[config.mk]
export PLATFORM = sky130hd
export DESIGN_NAME = ringtone_text_note_parser_flat
export DESIGN_NICKNAME = d
export VERILOG_FILES = /design/src/sv/rtnp_pkg.sv /design/src/sv/rtnp_if.sv /design/src/sv/rtnp_front.sv /design/src/sv/rtnp_queue.sv /design/src/sv/rtnp_back.sv /design/src/sv/ringtone_text_note_parser.sv /design/src/flat_wrapper.sv
export SDC_FILE = /design/constraint.sdc
export NUM_CORES = 1
export LEC_CHECK = 0
export BUFFER_PORTS_ARGS = -buffer_cell sky130_fd_sc_hd__buf_2
export CAP_MARGIN = 20
export CORE_MARGIN = 1
export CORE_UTILIZATION = 64
export CTS_CLUSTER_SIZE = 24
export DETAILED_ROUTE_END_ITERATION = 12
export PLACE_DENSITY = 0.9
export RECOVER_POWER = 100
export SYNTH_ARGS = -nofsm -noshare
export SYNTH_HDL_FRONTEND = slang
export SYNTH_HIERARCHICAL = 1
export SYNTH_SLANG_ARGS = --single-unit
[constraint.sdc]
create_clock -name clk -period 9.65 [get_ports clk]
set_clock_uncertainty 0.1 [all_clocks]
set_input_delay 0.965 -clock clk [delete_from_list [all_inputs] [get_ports clk]]
set_output_delay 0.965 -clock clk [all_outputs]
set_load 0.005 [all_outputs]
[src/sv/rtnp_pkg.sv]
// Shared types, constants and character codes for the ringtone text note parser.
package rtnp_pkg;

  // Number handling
  localparam int                  MAX_DIGITS   = 4;
  localparam int                  CNT_W        = 3;
  localparam logic [CNT_W-1:0]    COUNT_CLOSED = CNT_W'(7);
  localparam logic [CNT_W-1:0]    MAX_DIGITS_C = CNT_W'(MAX_DIGITS);
  localparam int                  NUM_W        = 14;
  localparam logic [NUM_W-1:0]    NUM_MAX      = NUM_W'(9999);
  localparam logic [3:0]          OCT_MAX      = 4'd15;

  // Queue between front and back
  localparam int QUEUE_DEPTH = 4;
  localparam int QPTR_W      = $clog2(QUEUE_DEPTH);
  localparam int QCNT_W      = $clog2(QUEUE_DEPTH + 1);

  // Special characters
  localparam logic [7:0] CH_NUL_C   = 8'h00;
  localparam logic [7:0] CH_COLON_C = 8'h3A;
  localparam logic [7:0] CH_EQUAL_C = 8'h3D;
  localparam logic [7:0] CH_COMMA_C = 8'h2C;
  localparam logic [7:0] CH_DOT_C   = 8'h2E;
  localparam logic [7:0] CH_HASH_C  = 8'h23;
  localparam logic [7:0] CH_SPACE_C = 8'h20;
  localparam logic [7:0] CH_ZERO_C  = 8'h30;
  localparam logic [7:0] CH_NINE_C  = 8'h39;

  // Note codes
  localparam logic [3:0] NOTE_PAUSE = 4'd0;
  localparam logic [3:0] NOTE_C     = 4'd1;
  localparam logic [3:0] NOTE_D     = 4'd3;
  localparam logic [3:0] NOTE_E     = 4'd5;
  localparam logic [3:0] NOTE_F     = 4'd6;
  localparam logic [3:0] NOTE_G     = 4'd8;
  localparam logic [3:0] NOTE_A     = 4'd10;
  localparam logic [3:0] NOTE_H     = 4'd12;

  // Character class
  typedef enum logic [3:0] {
    CLS_NUL,
    CLS_COMMA,
    CLS_COLON,
    CLS_EQUAL,
    CLS_DOT,
    CLS_HASH,
    CLS_SPACE,
    CLS_DIGIT,
    CLS_OTHER
  } char_cls_t;

  // One classified character
  typedef struct packed {
    char_cls_t  cls;
    logic [3:0] digit;
    logic [3:0] letter;
    logic       sharp_ok;
    logic       restart;
  } token_t;

endpackage

[src/sv/rtnp_if.sv]
// Channel interfaces: ringtone text input and parsed note output.
interface rtnp_text_if;
  logic       valid;
  logic       ready;
  logic [7:0] text_char;
  logic       restart;

  modport source (output valid, output text_char, output restart, input ready);
  modport sink   (input valid, input text_char, input restart, output ready);
endinterface

interface rtnp_note_if;
  logic        valid;
  logic        ready;
  logic [3:0]  note_code;
  logic [3:0]  octave_number;
  logic [13:0] note_divisor;
  logic        dotted;
  logic [13:0] tempo_bpm;
  logic        song_end;

  modport source (output valid, output note_code, output octave_number,
                  output note_divisor, output dotted, output tempo_bpm,
                  output song_end, input ready);
  modport sink   (input valid, input note_code, input octave_number,
                  input note_divisor, input dotted, input tempo_bpm,
                  input song_end, output ready);
endinterface

[src/sv/rtnp_front.sv]
// Front end: accepts text bytes and classifies them into tokens.
module rtnp_front (
  rtnp_text_if.sink         text,
  input  logic              q_ready,
  output logic              q_push,
  output rtnp_pkg::token_t  q_token
);
  import rtnp_pkg::*;

  char_cls_t  cls;
  logic [3:0] letter;
  logic       sharp_ok;
  logic [7:0] digit_full;

  // Handshake straight into the queue
  assign text.ready = q_ready;
  assign q_push     = text.valid && q_ready;

  // Character class
  always_comb begin
    if (text.text_char >= CH_ZERO_C && text.text_char <= CH_NINE_C) begin
      cls = CLS_DIGIT;
    end else begin
      unique case (text.text_char)
        CH_NUL_C:   cls = CLS_NUL;
        CH_COMMA_C: cls = CLS_COMMA;
        CH_COLON_C: cls = CLS_COLON;
        CH_EQUAL_C: cls = CLS_EQUAL;
        CH_DOT_C:   cls = CLS_DOT;
        CH_HASH_C:  cls = CLS_HASH;
        CH_SPACE_C: cls = CLS_SPACE;
        default:    cls = CLS_OTHER;
      endcase
    end
  end

  // Note letter decode; anything unknown is a pause
  always_comb begin
    sharp_ok = 1'b0;
    unique case (text.text_char)
      "c": begin letter = NOTE_C; sharp_ok = 1'b1; end
      "d": begin letter = NOTE_D; sharp_ok = 1'b1; end
      "e": letter = NOTE_E;
      "f": begin letter = NOTE_F; sharp_ok = 1'b1; end
      "g": begin letter = NOTE_G; sharp_ok = 1'b1; end
      "a": begin letter = NOTE_A; sharp_ok = 1'b1; end
      "h", "b": letter = NOTE_H;
      default: letter = NOTE_PAUSE;
    endcase
  end

  assign digit_full = text.text_char - CH_ZERO_C;

  assign q_token.cls      = cls;
  assign q_token.digit    = digit_full[3:0];
  assign q_token.letter   = letter;
  assign q_token.sharp_ok = sharp_ok;
  assign q_token.restart  = text.restart;

endmodule

[src/sv/rtnp_queue.sv]
// Short token queue between the classifier and the parser.
module rtnp_queue (
  input  logic              clk,
  input  logic              rst,
  input  logic              push,
  input  rtnp_pkg::token_t  push_token,
  output logic              push_ready,
  input  logic              pop,
  output logic              pop_valid,
  output rtnp_pkg::token_t  pop_token
);
  import rtnp_pkg::*;

  token_t              slots [QUEUE_DEPTH];
  logic [QPTR_W-1:0]   wr_ptr;
  logic [QPTR_W-1:0]   rd_ptr;
  logic [QCNT_W-1:0]   count;

  assign push_ready = (count != QCNT_W'(QUEUE_DEPTH));
  assign pop_valid  = (count != '0);
  assign pop_token  = slots[rd_ptr];

  // Storage
  always_ff @(posedge clk) begin
    if (push) begin
      slots[wr_ptr] <= push_token;
    end
  end

  // Pointers and fill count
  always_ff @(posedge clk) begin
    if (rst) begin
      wr_ptr <= '0;
      rd_ptr <= '0;
      count  <= '0;
    end else begin
      if (push) begin
        wr_ptr <= (wr_ptr == QPTR_W'(QUEUE_DEPTH - 1)) ? '0 : wr_ptr + 1'b1;
      end
      if (pop) begin
        rd_ptr <= (rd_ptr == QPTR_W'(QUEUE_DEPTH - 1)) ? '0 : rd_ptr + 1'b1;
      end
      if (push && !pop) begin
        count <= count + 1'b1;
      end else if (pop && !push) begin
        count <= count - 1'b1;
      end
    end
  end

endmodule

[src/sv/rtnp_back.sv]
// Back end: header and note parser state machine with the output register.
module rtnp_back (
  input  logic              clk,
  input  logic              rst,
  input  logic              tok_valid,
  input  rtnp_pkg::token_t  tok,
  output logic              tok_pop,
  rtnp_note_if.source       note
);
  import rtnp_pkg::*;

  typedef enum logic [3:0] {
    PH_TITLE,
    PH_EQ_DUR,
    PH_NUM_DUR,
    PH_EQ_OCT,
    PH_NUM_OCT,
    PH_EQ_TEMPO,
    PH_NUM_TEMPO,
    PH_NOTE_START,
    PH_NOTE_DIGITS,
    PH_AFTER_LETTER,
    PH_AFTER_DOT,
    PH_AFTER_OCT
  } phase_t;

  phase_t            phase, phase_next;
  logic [NUM_W-1:0]  default_divisor, default_divisor_next;
  logic [3:0]        hdr_octave, hdr_octave_next;
  logic [NUM_W-1:0]  tempo_value, tempo_value_next;
  logic [NUM_W-1:0]  acc, acc_next;
  logic [CNT_W-1:0]  digit_count, digit_count_next;
  logic [3:0]        pend_code, pend_code_next;
  logic [3:0]        pend_octave, pend_octave_next;
  logic [NUM_W-1:0]  pend_divisor, pend_divisor_next;
  logic              pend_dotted, pend_dotted_next;
  logic              sharp_allowed, sharp_allowed_next;

  logic              emit;
  logic              emit_end;
  logic [NUM_W-1:0]  emit_divisor;
  logic [NUM_W-1:0]  acc_added;
  logic              is_term;

  // acc * 10 + digit, saturated
  function automatic logic [NUM_W-1:0] acc_step(logic [NUM_W-1:0] a, logic [3:0] d);
    logic [NUM_W+3:0] v;
    v = ({4'b0, a} << 3) + ({4'b0, a} << 1) + {{NUM_W{1'b0}}, d};
    return (v > {4'b0, NUM_MAX}) ? NUM_MAX : v[NUM_W-1:0];
  endfunction

  assign tok_pop   = tok_valid && (!note.valid || note.ready);
  assign acc_added = acc_step(acc, tok.digit);
  assign is_term   = (tok.cls == CLS_NUL) || (tok.cls == CLS_COMMA);

  // Next-state logic
  always_comb begin
    phase_next           = phase;
    default_divisor_next = default_divisor;
    hdr_octave_next      = hdr_octave;
    tempo_value_next     = tempo_value;
    acc_next             = acc;
    digit_count_next     = digit_count;
    pend_code_next       = pend_code;
    pend_octave_next     = pend_octave;
    pend_divisor_next    = pend_divisor;
    pend_dotted_next     = pend_dotted;
    sharp_allowed_next   = sharp_allowed;
    emit                 = 1'b0;
    emit_end             = (tok.cls == CLS_NUL);
    emit_divisor         = (phase == PH_NOTE_DIGITS) ? acc : pend_divisor;

    if (tok.restart) begin
      // New ringtone: everything back to reset, byte taken as a title byte
      default_divisor_next = '0;
      hdr_octave_next      = '0;
      tempo_value_next     = '0;
      acc_next             = '0;
      digit_count_next     = '0;
      pend_code_next       = '0;
      pend_octave_next     = '0;
      pend_divisor_next    = '0;
      pend_dotted_next     = 1'b0;
      sharp_allowed_next   = 1'b0;
      phase_next           = (tok.cls == CLS_COLON) ? PH_EQ_DUR : PH_TITLE;
    end else begin
      unique case (phase)
        PH_EQ_DUR, PH_EQ_OCT, PH_EQ_TEMPO: begin
          if (tok.cls == CLS_EQUAL) begin
            acc_next         = '0;
            digit_count_next = '0;
            phase_next       = (phase == PH_EQ_DUR) ? PH_NUM_DUR :
                               (phase == PH_EQ_OCT) ? PH_NUM_OCT : PH_NUM_TEMPO;
          end
        end

        PH_NUM_DUR, PH_NUM_OCT, PH_NUM_TEMPO: begin
          if ((phase != PH_NUM_TEMPO && tok.cls == CLS_COMMA) ||
              (phase == PH_NUM_TEMPO && tok.cls == CLS_COLON)) begin
            if (phase == PH_NUM_DUR) begin
              default_divisor_next = acc;
              phase_next           = PH_EQ_OCT;
            end else if (phase == PH_NUM_OCT) begin
              hdr_octave_next = (acc > NUM_W'(OCT_MAX)) ? OCT_MAX : acc[3:0];
              phase_next      = PH_EQ_TEMPO;
            end else begin
              // Header done: open the first note
              tempo_value_next   = acc;
              acc_next           = '0;
              digit_count_next   = '0;
              pend_code_next     = NOTE_PAUSE;
              pend_octave_next   = hdr_octave;
              pend_divisor_next  = default_divisor;
              pend_dotted_next   = 1'b0;
              sharp_allowed_next = 1'b0;
              phase_next         = PH_NOTE_START;
            end
          end else if (tok.cls == CLS_SPACE) begin
            // dropped
          end else if (tok.cls == CLS_DIGIT) begin
            if (digit_count != COUNT_CLOSED) begin
              if (digit_count < MAX_DIGITS_C) begin
                acc_next         = acc_added;
                digit_count_next = digit_count + 1'b1;
              end else begin
                acc_next = NUM_MAX;
              end
            end
          end else begin
            digit_count_next = COUNT_CLOSED;
          end
        end

        PH_NOTE_START, PH_NOTE_DIGITS: begin
          if (is_term) begin
            emit = 1'b1;
          end else if (tok.cls == CLS_DIGIT) begin
            if (digit_count < MAX_DIGITS_C) begin
              acc_next         = acc_added;
              digit_count_next = digit_count + 1'b1;
            end else begin
              acc_next = NUM_MAX;
            end
            phase_next = PH_NOTE_DIGITS;
          end else if (tok.cls == CLS_SPACE && phase == PH_NOTE_START) begin
            // leading space dropped
          end else begin
            if (phase == PH_NOTE_DIGITS) begin
              pend_divisor_next = acc;
            end
            pend_code_next     = tok.letter;
            sharp_allowed_next = tok.sharp_ok;
            phase_next         = PH_AFTER_LETTER;
          end
        end

        PH_AFTER_LETTER, PH_AFTER_DOT, PH_AFTER_OCT: begin
          if (is_term) begin
            emit = 1'b1;
          end else begin
            sharp_allowed_next = 1'b0;
            if (phase == PH_AFTER_LETTER && tok.cls == CLS_HASH && sharp_allowed) begin
              pend_code_next = pend_code + 1'b1;
            end else if (phase == PH_AFTER_LETTER && tok.cls == CLS_DOT) begin
              pend_dotted_next = 1'b1;
              phase_next       = PH_AFTER_DOT;
            end else if (phase != PH_AFTER_OCT && tok.cls == CLS_DIGIT) begin
              pend_octave_next = tok.digit;
              phase_next       = PH_AFTER_OCT;
            end
          end
        end

        default: begin
          phase_next = (tok.cls == CLS_COLON) ? PH_EQ_DUR : PH_TITLE;
        end
      endcase

      // Emitting a note opens the next one
      if (emit) begin
        acc_next           = '0;
        digit_count_next   = '0;
        pend_code_next     = NOTE_PAUSE;
        pend_octave_next   = hdr_octave;
        pend_divisor_next  = default_divisor;
        pend_dotted_next   = 1'b0;
        sharp_allowed_next = 1'b0;
        phase_next         = PH_NOTE_START;
      end
    end
  end

  // Parser state and output register
  always_ff @(posedge clk) begin
    if (rst) begin
      phase           <= PH_TITLE;
      default_divisor <= '0;
      hdr_octave      <= '0;
      tempo_value     <= '0;
      acc             <= '0;
      digit_count     <= '0;
      pend_code       <= '0;
      pend_octave     <= '0;
      pend_divisor    <= '0;
      pend_dotted     <= 1'b0;
      sharp_allowed   <= 1'b0;
      note.valid      <= 1'b0;
    end else begin
      if (tok_pop) begin
        phase           <= phase_next;
        default_divisor <= default_divisor_next;
        hdr_octave      <= hdr_octave_next;
        tempo_value     <= tempo_value_next;
        acc             <= acc_next;
        digit_count     <= digit_count_next;
        pend_code       <= pend_code_next;
        pend_octave     <= pend_octave_next;
        pend_divisor    <= pend_divisor_next;
        pend_dotted     <= pend_dotted_next;
        sharp_allowed   <= sharp_allowed_next;
      end
      if (tok_pop && emit) begin
        note.valid <= 1'b1;
      end else if (note.ready) begin
        note.valid <= 1'b0;
      end
    end
    if (tok_pop && emit) begin
      note.note_code     <= pend_code;
      note.octave_number <= pend_octave;
      note.note_divisor  <= emit_divisor;
      note.dotted        <= pend_dotted;
      note.tempo_bpm     <= tempo_value;
      note.song_end      <= emit_end;
    end
  end

  // Checks
  a_reset_title: assert property (@(posedge clk) $past(rst) |-> phase == PH_TITLE)
    else $error("parser not in title after reset");
  a_count_range: assert property (@(posedge clk) disable iff (rst)
    digit_count <= MAX_DIGITS_C || digit_count == COUNT_CLOSED)
    else $error("digit count out of range");
  a_acc_sat: assert property (@(posedge clk) disable iff (rst) acc <= NUM_MAX)
    else $error("number accumulator above saturation");
  a_emit_valid: assert property (@(posedge clk) disable iff (rst)
    tok_pop && emit |=> note.valid)
    else $error("emitted note not presented");
  a_no_overwrite: assert property (@(posedge clk) disable iff (rst)
    note.valid && !note.ready |-> !tok_pop)
    else $error("token consumed while output held");

endmodule

[src/sv/ringtone_text_note_parser.sv]
// Top level of the ringtone text note parser: classifier, token queue, parser.
//
//   Channel  Modport          Transaction
//   text     rtnp_text_if     one text byte plus restart flag, in
//   note     rtnp_note_if     one parsed note with tempo and song end flag, out
//
// One byte per cycle sustained while the note output does not stall; a note leaves
// after its closing byte has passed the token queue and the output register. The
// parser state machine handles one token per cycle unless held, and sets the rate.
// Synchronous reset returns the parser to the title section and empties the queue.
// A stalled note output holds the parser; the queue then fills and drops text.ready.
module ringtone_text_note_parser (
  input  logic         clk,
  input  logic         rst,
  rtnp_text_if.sink    text,
  rtnp_note_if.source  note
);
  import rtnp_pkg::*;

  logic   q_ready;
  logic   q_push;
  token_t q_token;
  logic   q_valid;
  logic   q_pop;
  token_t q_head;

  rtnp_front u_front (
    .text    (text),
    .q_ready (q_ready),
    .q_push  (q_push),
    .q_token (q_token)
  );

  rtnp_queue u_queue (
    .clk        (clk),
    .rst        (rst),
    .push       (q_push),
    .push_token (q_token),
    .push_ready (q_ready),
    .pop        (q_pop),
    .pop_valid  (q_valid),
    .pop_token  (q_head)
  );

  rtnp_back u_back (
    .clk       (clk),
    .rst       (rst),
    .tok_valid (q_valid),
    .tok       (q_head),
    .tok_pop   (q_pop),
    .note      (note)
  );

endmodule

[src/flat_wrapper.sv]
// flat-port wrapper written by rule: the top's interface ports become plain ports
module ringtone_text_note_parser_flat import rtnp_pkg::*;
  (clk, rst, text_valid, text_text_char, text_restart, text_ready, note_valid, note_note_code, note_octave_number, note_note_divisor, note_dotted, note_tempo_bpm, note_song_end, note_ready);
  rtnp_text_if text_i ();
  rtnp_note_if note_i ();
  input  logic clk;
  input  logic rst;
  input wire logic [$bits(text_i.valid)-1:0] text_valid;
  input wire logic [$bits(text_i.text_char)-1:0] text_text_char;
  input wire logic [$bits(text_i.restart)-1:0] text_restart;
  output wire logic [$bits(text_i.ready)-1:0] text_ready;
  output wire logic [$bits(note_i.valid)-1:0] note_valid;
  output wire logic [$bits(note_i.note_code)-1:0] note_note_code;
  output wire logic [$bits(note_i.octave_number)-1:0] note_octave_number;
  output wire logic [$bits(note_i.note_divisor)-1:0] note_note_divisor;
  output wire logic [$bits(note_i.dotted)-1:0] note_dotted;
  output wire logic [$bits(note_i.tempo_bpm)-1:0] note_tempo_bpm;
  output wire logic [$bits(note_i.song_end)-1:0] note_song_end;
  input wire logic [$bits(note_i.ready)-1:0] note_ready;
  assign text_i.valid = text_valid;
  assign text_i.text_char = text_text_char;
  assign text_i.restart = text_restart;
  assign text_ready = text_i.ready;
  assign note_valid = note_i.valid;
  assign note_note_code = note_i.note_code;
  assign note_octave_number = note_i.octave_number;
  assign note_note_divisor = note_i.note_divisor;
  assign note_dotted = note_i.dotted;
  assign note_tempo_bpm = note_i.tempo_bpm;
  assign note_song_end = note_i.song_end;
  assign note_i.ready = note_ready;
  ringtone_text_note_parser u_core (.clk(clk), .rst(rst), .text(text_i), .note(note_i));
endmodule
==> flow_summary.yaml, run 1 <==
power_and_ir_drop:
  ir_drop_v: 0.000162
  powerDensity_mw_per_mm2: 215
  p_leak_nw: 3.64
logic_synthesis:
  synth_seq_cells: 181
  synthSimpleGateAreaFrac: 0.146
  muxShareOfSynthArea: 0.139
  yosysSeqAreaShare: 0.492
  synth.net_count: 898
  synth_enable_flop_cells: 94
  synth_cells: 847
  synth_cell_types: 84
  synth_compound_area_frac: 0.111
  async_reset_ff_frac: 0
  synthesis.area_sq_mm: 0.00927
  yosys_warnings: 6
  synth_ff_type: "edfxtp_1"
  avgSynthCellArea_sq_um: 10.9
  yosys.area_share.adder: 0.0537
  synth_top_family_by_area: "simple AND/OR/NAND/NOR gates"
  synth_xor_area_frac: 0.0151
outcome:
  run_status: "complete, but fails checks"
  violations: "capacitance limit, slew limit"
final_layout:
  final_area_sq_mm: 0.0100
  fin_cells: 1066
  n_antenna_cell: 0
  drive_gt1_frac: 0.0959
  multiInputGateArea_sq_mm: 0.00427
  area_delta_synth_final_pct: 8.25
  final.fill_count: 953
  layout.nets: 924
  seqCellArea_sq_mm: 0.00456
routing:
  drc: 0
  drt-total-wl_um: 19900
  first_iter_violations: 835
  firstDrtPassIters: 6
  wire_per_inst_um: 18.7
  antenna_left: 0
  viasPerCell: 6.28
  vias: 6698
cts:
  cts-root-buf: "clkbuf_16"
  cts-resized-gates: 0
  cts_setup_buffers: 0
  htreeDepth: 4
  numCtsBuffers: 17
  cts_tree: "yes"
  clock_latency_ps: 430
  holdBufCountCts: 0
  clkSlewWorstSetupHoldPaths_ps: 70
  clkSinkCount: 181
  clk_path_buf_depth: 2
sta:
  timing.fmax_mhz: 189
  tns_ps: 0
  maxSlewViolCount: 119
  hold_viol: 0
  report.final.setup_viol: 0
  worst_slew_pin_slew_ps: 3570
  grt_setup_unrepaired: "false"
  fin_crit_sh: 0.549
  slew_headroom: -1.38
  finalCriticalPeriod_ps: 5300
setup_path:
  cp.arrival_ps: 5350
  end_kind: "flop"
  crit_path_max_fanout: 14
  worstSetupPathType: "flop to flop"
  r2r_cells: 13
  crit_required_ps: 9700
  startpoint_type: "flop"
placed_design:
  gp_congestion: 0.891
  io_buffer_count: 52
  dpl_cell_area_sq_mm: 0.00951
  dp.cells: 1034
  hpwl_um: 13200
floorplan:
  core-area_sq_mm: 0.0140
  die_w_um: 122
  rows: 43
  die_y_um: 122
  initial_utilization: 0.663
  die_area_sq_mm: 0.0150
  pin_count: 53
global_routing:
  grt_max_degree: 80
  grt_pass1_vias: 6226
  grt_remaining_overflow: 0
  grt_pass1_wl_um: 31900
  grt_antenna_before_repair: 0
  grt_usage: 0.279
worst_hold_path:
  hp-class: "flop to flop"
  holdPathStages: 0
run:
  drv_cap: 2
## placed cells by master (no fill, tap or decap), types with 4 or more instances in the layout
master       n
nor3_1      12
xor2_1      10
nor2_1     127
o21ai_0     25
a221oi_1     4
or4_1        6
nor4_1       5
o31ai_1      6
buf_2       22
and2_0      10
o21a_1      10
o211ai_1     4
nor2b_1     15
a22oi_1      4
mux4_1       4
a31o_2       4
nand3_1     12
a21oi_1     47
o22ai_1      6
nand2_1     35
xnor2_1      6
mux4_2      10
nand2b_1    14
mux2_1      13
clkinv_4     4
dfxtp_1     87
a211oi_1     6
or3_1       11
a31oi_1     10
mux2i_1     79
clkbuf_1    34
inv_1       27
edfxtp_1    94
ha_1        35
o21bai_1     4
clkbuf_16   18
## layer usage
metal  GRT usage  vias to the layer above  part of all wire
li1            -                     3146                 -
met1       0.379                     3232              0.44
met2       0.437                      282              0.47
met3      0.0660                       38             0.074
met4       0.101                        0             0.017
met5           0                        -                 0
## synthesized netlist by cell type (all sizes together), types with 10 or more instances
cell | instances | share of area
or3 | 13 | 0.0094
edfxtp | 94 | 0.30
nor3 | 12 | 0.0065
inv | 27 | 0.011
dfxtp | 87 | 0.19
a31oi | 10 | 0.0067
mux2i | 79 | 0.085
mux4 | 14 | 0.036
o21ai | 27 | 0.015
clkbuf | 25 | 0.011
o21a | 10 | 0.0081
mux2 | 15 | 0.018
nor2 | 127 | 0.052
a21oi | 47 | 0.027
nor2b | 15 | 0.010
ha | 35 | 0.047
nand2 | 35 | 0.014
buf | 26 | 0.021
nand3 | 12 | 0.0065
nand2b | 15 | 0.010
xor2 | 10 | 0.0094
and2 | 11 | 0.0076
## sequential cells by signal (all words and copies together) (netlist names), 14 cells and up, named ones only
| name | cells |
|---|---|
| u_core/u_queue/slots | 56 |
| u_core/u_back/acc | 14 |
| u_core/u_back/default_divisor | 14 |
| u_core/u_back/note.note_divisor | 14 |
| u_core/u_back/note.tempo_bpm | 14 |
| u_core/u_back/pend_divisor | 14 |
| u_core/u_back/tempo_value | 14 |
## path summary, 6_finish.rpt
check	from	endpoint	slack (ps)
setup reg to reg	flop	u_core/u_back/acc[0]	4350
hold / removal	u_core/u_back/pend_dotted	u_core/u_back/note.dotted	340
setup / recovery	flop	u_core/u_back/acc[0]	4350
hold reg to reg	u_core/u_back/pend_dotted	u_core/u_back/note.dotted	340
## stage by stage
step	power, mW	utilization	hold slack (ps)	worst slack [ps]
2_1_floorplan	1.35	-	308	5660
3_5_place_dp	1.45	0.680	316	4920
4_1_cts	2.17	0.724	337	4880
6_report	2.16	0.717	337	4350
5_1_grt	2.25	0.717	339	4000
3_3_place_gp	1.43	0.680	318	5030
## final cells by class
cell class	instances	area share
Clock buffer	19	0.0463
Clock inverter	13	0.0158
Inverter	27	0.0101
Multi-Input combinational cell	588	0.425
Sequential cell	181	0.455
Tap cell	180	0.0224
Timing Repair Buffer	58	0.0252
## report_power, final
group	switching [mW]	internal (mW)
clock network	0.311	0.413
logic	0.329	0.208
registers	0.0516	0.850
total	0.692	1.47
## cells by family after synthesis
family | Yosys count
AOI/OAI and AO/OA | 153
buffers and inverters | 78
xor gates and xnor gates | 16
and+or+nand+nor | 273
DFF | 181
adders and majority gates | 38
muxes | 108
## worst max-delay path: stages, from the launching register on
cell and delay, ps:
dfxtp_1 900, mux4_2 620, inv_1 110, fa_1 440, inv_1 90, ha_1 230
a211oi_1 380, o21a_1 290, o211ai_1 120, a311oi_2 250, mux2i_1 100, or4_1 560
a21oi_1 670, o22ai_1 160
Note: power is estimated with default switching activity, not from simulation.
==> inputs of run 2 (changes only) <==
--- a/config.mk
+++ b/config.mk
@@ -8,10 +8,10 @@
 export BUFFER_PORTS_ARGS = -buffer_cell sky130_fd_sc_hd__buf_2
 export CAP_MARGIN = 20
 export CORE_MARGIN = 1
-export CORE_UTILIZATION = 64
+export CORE_UTILIZATION = 55
 export CTS_CLUSTER_SIZE = 24
 export DETAILED_ROUTE_END_ITERATION = 12
-export PLACE_DENSITY = 0.9
+export PLACE_DENSITY = 0.83
 export RECOVER_POWER = 100
 export SYNTH_ARGS = -nofsm -noshare
 export SYNTH_HDL_FRONTEND = slang
==> constraint.sdc (replaced) <==
create_clock -name clk -period 4.7 [get_ports clk]
set_clock_uncertainty 0.1 [all_clocks]
set_input_delay 0.47 -clock clk [delete_from_list [all_inputs] [get_ports clk]]
set_output_delay 0.47 -clock clk [all_outputs]
set_load 0.005 [all_outputs]
==> flow_summary.yaml, run 2 (synthesized netlist as in run 1, its figures left out) <==
outcome:
  run_status: "complete, no violations"
final_layout:
  multiInputGateArea_sq_mm: 0.00429
  final_cell_mix: "127 x nor2_1, 94 x edfxtp_1, 87 x dfxtp_1"
  seqCellArea_sq_mm: 0.00456
  drive_gt1_frac: 0.121
  largest_register_ffs: 56
  max_flop_register: "u_core/u_queue/slots"
  fin_util: 0.612
  final_common_cell: "nor2_1"
  final.fill_count: 1294
  layout.nets: 928
  area_delta_synth_final_pct: 9.00
  n_antenna_cell: 0
cts:
  cts-resized-gates: 0
  clkSinkCount: 181
  cts_setup_buffers: 0
  clock_latency_ps: 430
  holdBufCountCts: 0
  clkSlewWorstSetupHoldPaths_ps: 70
  cts-root-buf: "clkbuf_16"
  htreeDepth: 4
  numCtsBuffers: 17
  clk_path_buf_depth: 2
  cts_tree: "yes"
setup_path:
  crit_path_top_delay_cell: "mux4_2"
  cp.arrival_ps: 4540
  worst-path-stages: 11
  r2r_cells: 11
  crit_required_ps: 4920
  end_kind: "flop"
  path_cells: "clkbuf_1 > mux4_2 > or2_1 > nor2_1 > a21oi_1 > a221o_1 > a21oi_1 > buf_4 > nor2_1 > and2_1 > a31o_2"
  crit_buf_inv: 2
  crit_path_max_fanout: 11
  startpoint_type: "flop"
  critPathTopFamily: "simple AND/OR/NAND/NOR gates"
  slowest_delay_ps: 640
  worstSetupPathType: "flop to flop"
routing:
  firstDrtPassIters: 6
  wire_per_inst_um: 17.1
  vias: 6595
  viasPerCell: 5.94
  first_iter_violations: 727
  drc: 0
  drt-total-wl_um: 19000
  antenna_left: 0
placed_design:
  hpwl_um: 13000
  io_buffer_count: 52
  gp_congestion: 0.908
sta:
  timing.fmax_mhz: 232
  report.final.setup_viol: 0
  slew_headroom: 0.274
  grt_setup_unrepaired: "false"
  maxSlewViolCount: 0
  worst_slew_pin_slew_ps: 1090
  fin_crit_sh: 0.918
  holdWs_ps: 210
  finalCriticalPeriod_ps: 4320
  tns_ps: 0
  hold_viol: 0
power_and_ir_drop:
  ir_drop_v: 0.000273
  powerDensity_mw_per_mm2: 431
  p_leak_nw: 3.68
floorplan:
  rows: 47
  die_w_um: 132
  core-area_sq_mm: 0.0165
  initial_utilization: 0.561
  die_area_sq_mm: 0.0174
  pin_count: 53
  die_y_um: 132
run:
  drv_cap: 0
worst_hold_path:
  holdPathStages: 1
  hp-class: "input port to flop"
global_routing:
  grt_antenna_before_repair: 0
  grt_pass1_vias: 6213
  grt_max_degree: 53
  grt_pass1_wl_um: 31300
  grt_remaining_overflow: 0
  grt_usage: 0.224
==> run 2: final cells by class <==
| cell class | count | area share |
|---|---|---|
| clock buffer | 18 | 0.0425 |
| timing repair buffer | 62 | 0.0300 |
| sequential | 181 | 0.452 |
| inverter | 27 | 0.0100 |
| tap | 220 | 0.0272 |
| multi-input combinational | 588 | 0.424 |
| clock inverter | 14 | 0.0142 |
==> run 2: through the flow <==
step / cell area (sq um) / instances / power (mW) / setup WS (ps)
2_1_floorplan: 9270 / 847 / 2.76 / 709
3_3_place_gp: 9590 / 1078 / 2.97 / 659
3_5_place_dp: 9590 / 1078 / 2.99 / 507
4_1_cts: 10200 / 1110 / 4.37 / 451
5_1_grt: 10100 / 1110 / 4.53 / 140
6_report: 10100 / 1110 / 4.35 / 383
==> run 2: worst paths after layout <==
| check | from | endpoint | slack (ps) |
|---|---|---|---|
| max | flop | u_core/u_back/acc[6] | 380 |
| min | text_restart | u_core/u_queue/slots[1][0] | 210 |
| max reg2reg | flop | u_core/u_back/acc[6] | 380 |
| min reg2reg | u_core/u_back/tempo_value[8] | u_core/u_back/note.tempo_bpm[8] | 340 |
==> run 2: worst register-to-register path: stages, from the launching register on <==
cell      delay (ps)
dfxtp_1          380
clkbuf_1         410
mux4_2           640
or2_1            330
nor2_1           530
a21oi_1          400
a221o_1          470
a21oi_1          140
buf_4            200
nor2_1           160
and2_1           240
a31o_2           210
==> run 2: per-layer routing <==
metal  global-route usage  vias to the layer above  wire length, um
li1                     -                     3151                -
met1                0.309                     3181             8900
met2                0.360                      239             8890
met3               0.0381                       24              928
met4               0.0756                        0              267
met5                    0                        -                0
==> run 2: where the power goes <==
part / internal (mW) / switching, mW / leakage [nW] / total, mW
logic: 0.445 / 0.728 / 1.90 / 1.17
registers: 1.74 / 0.0578 / 1.50 / 1.80
clock network: 0.749 / 0.631 / 0.281 / 1.38
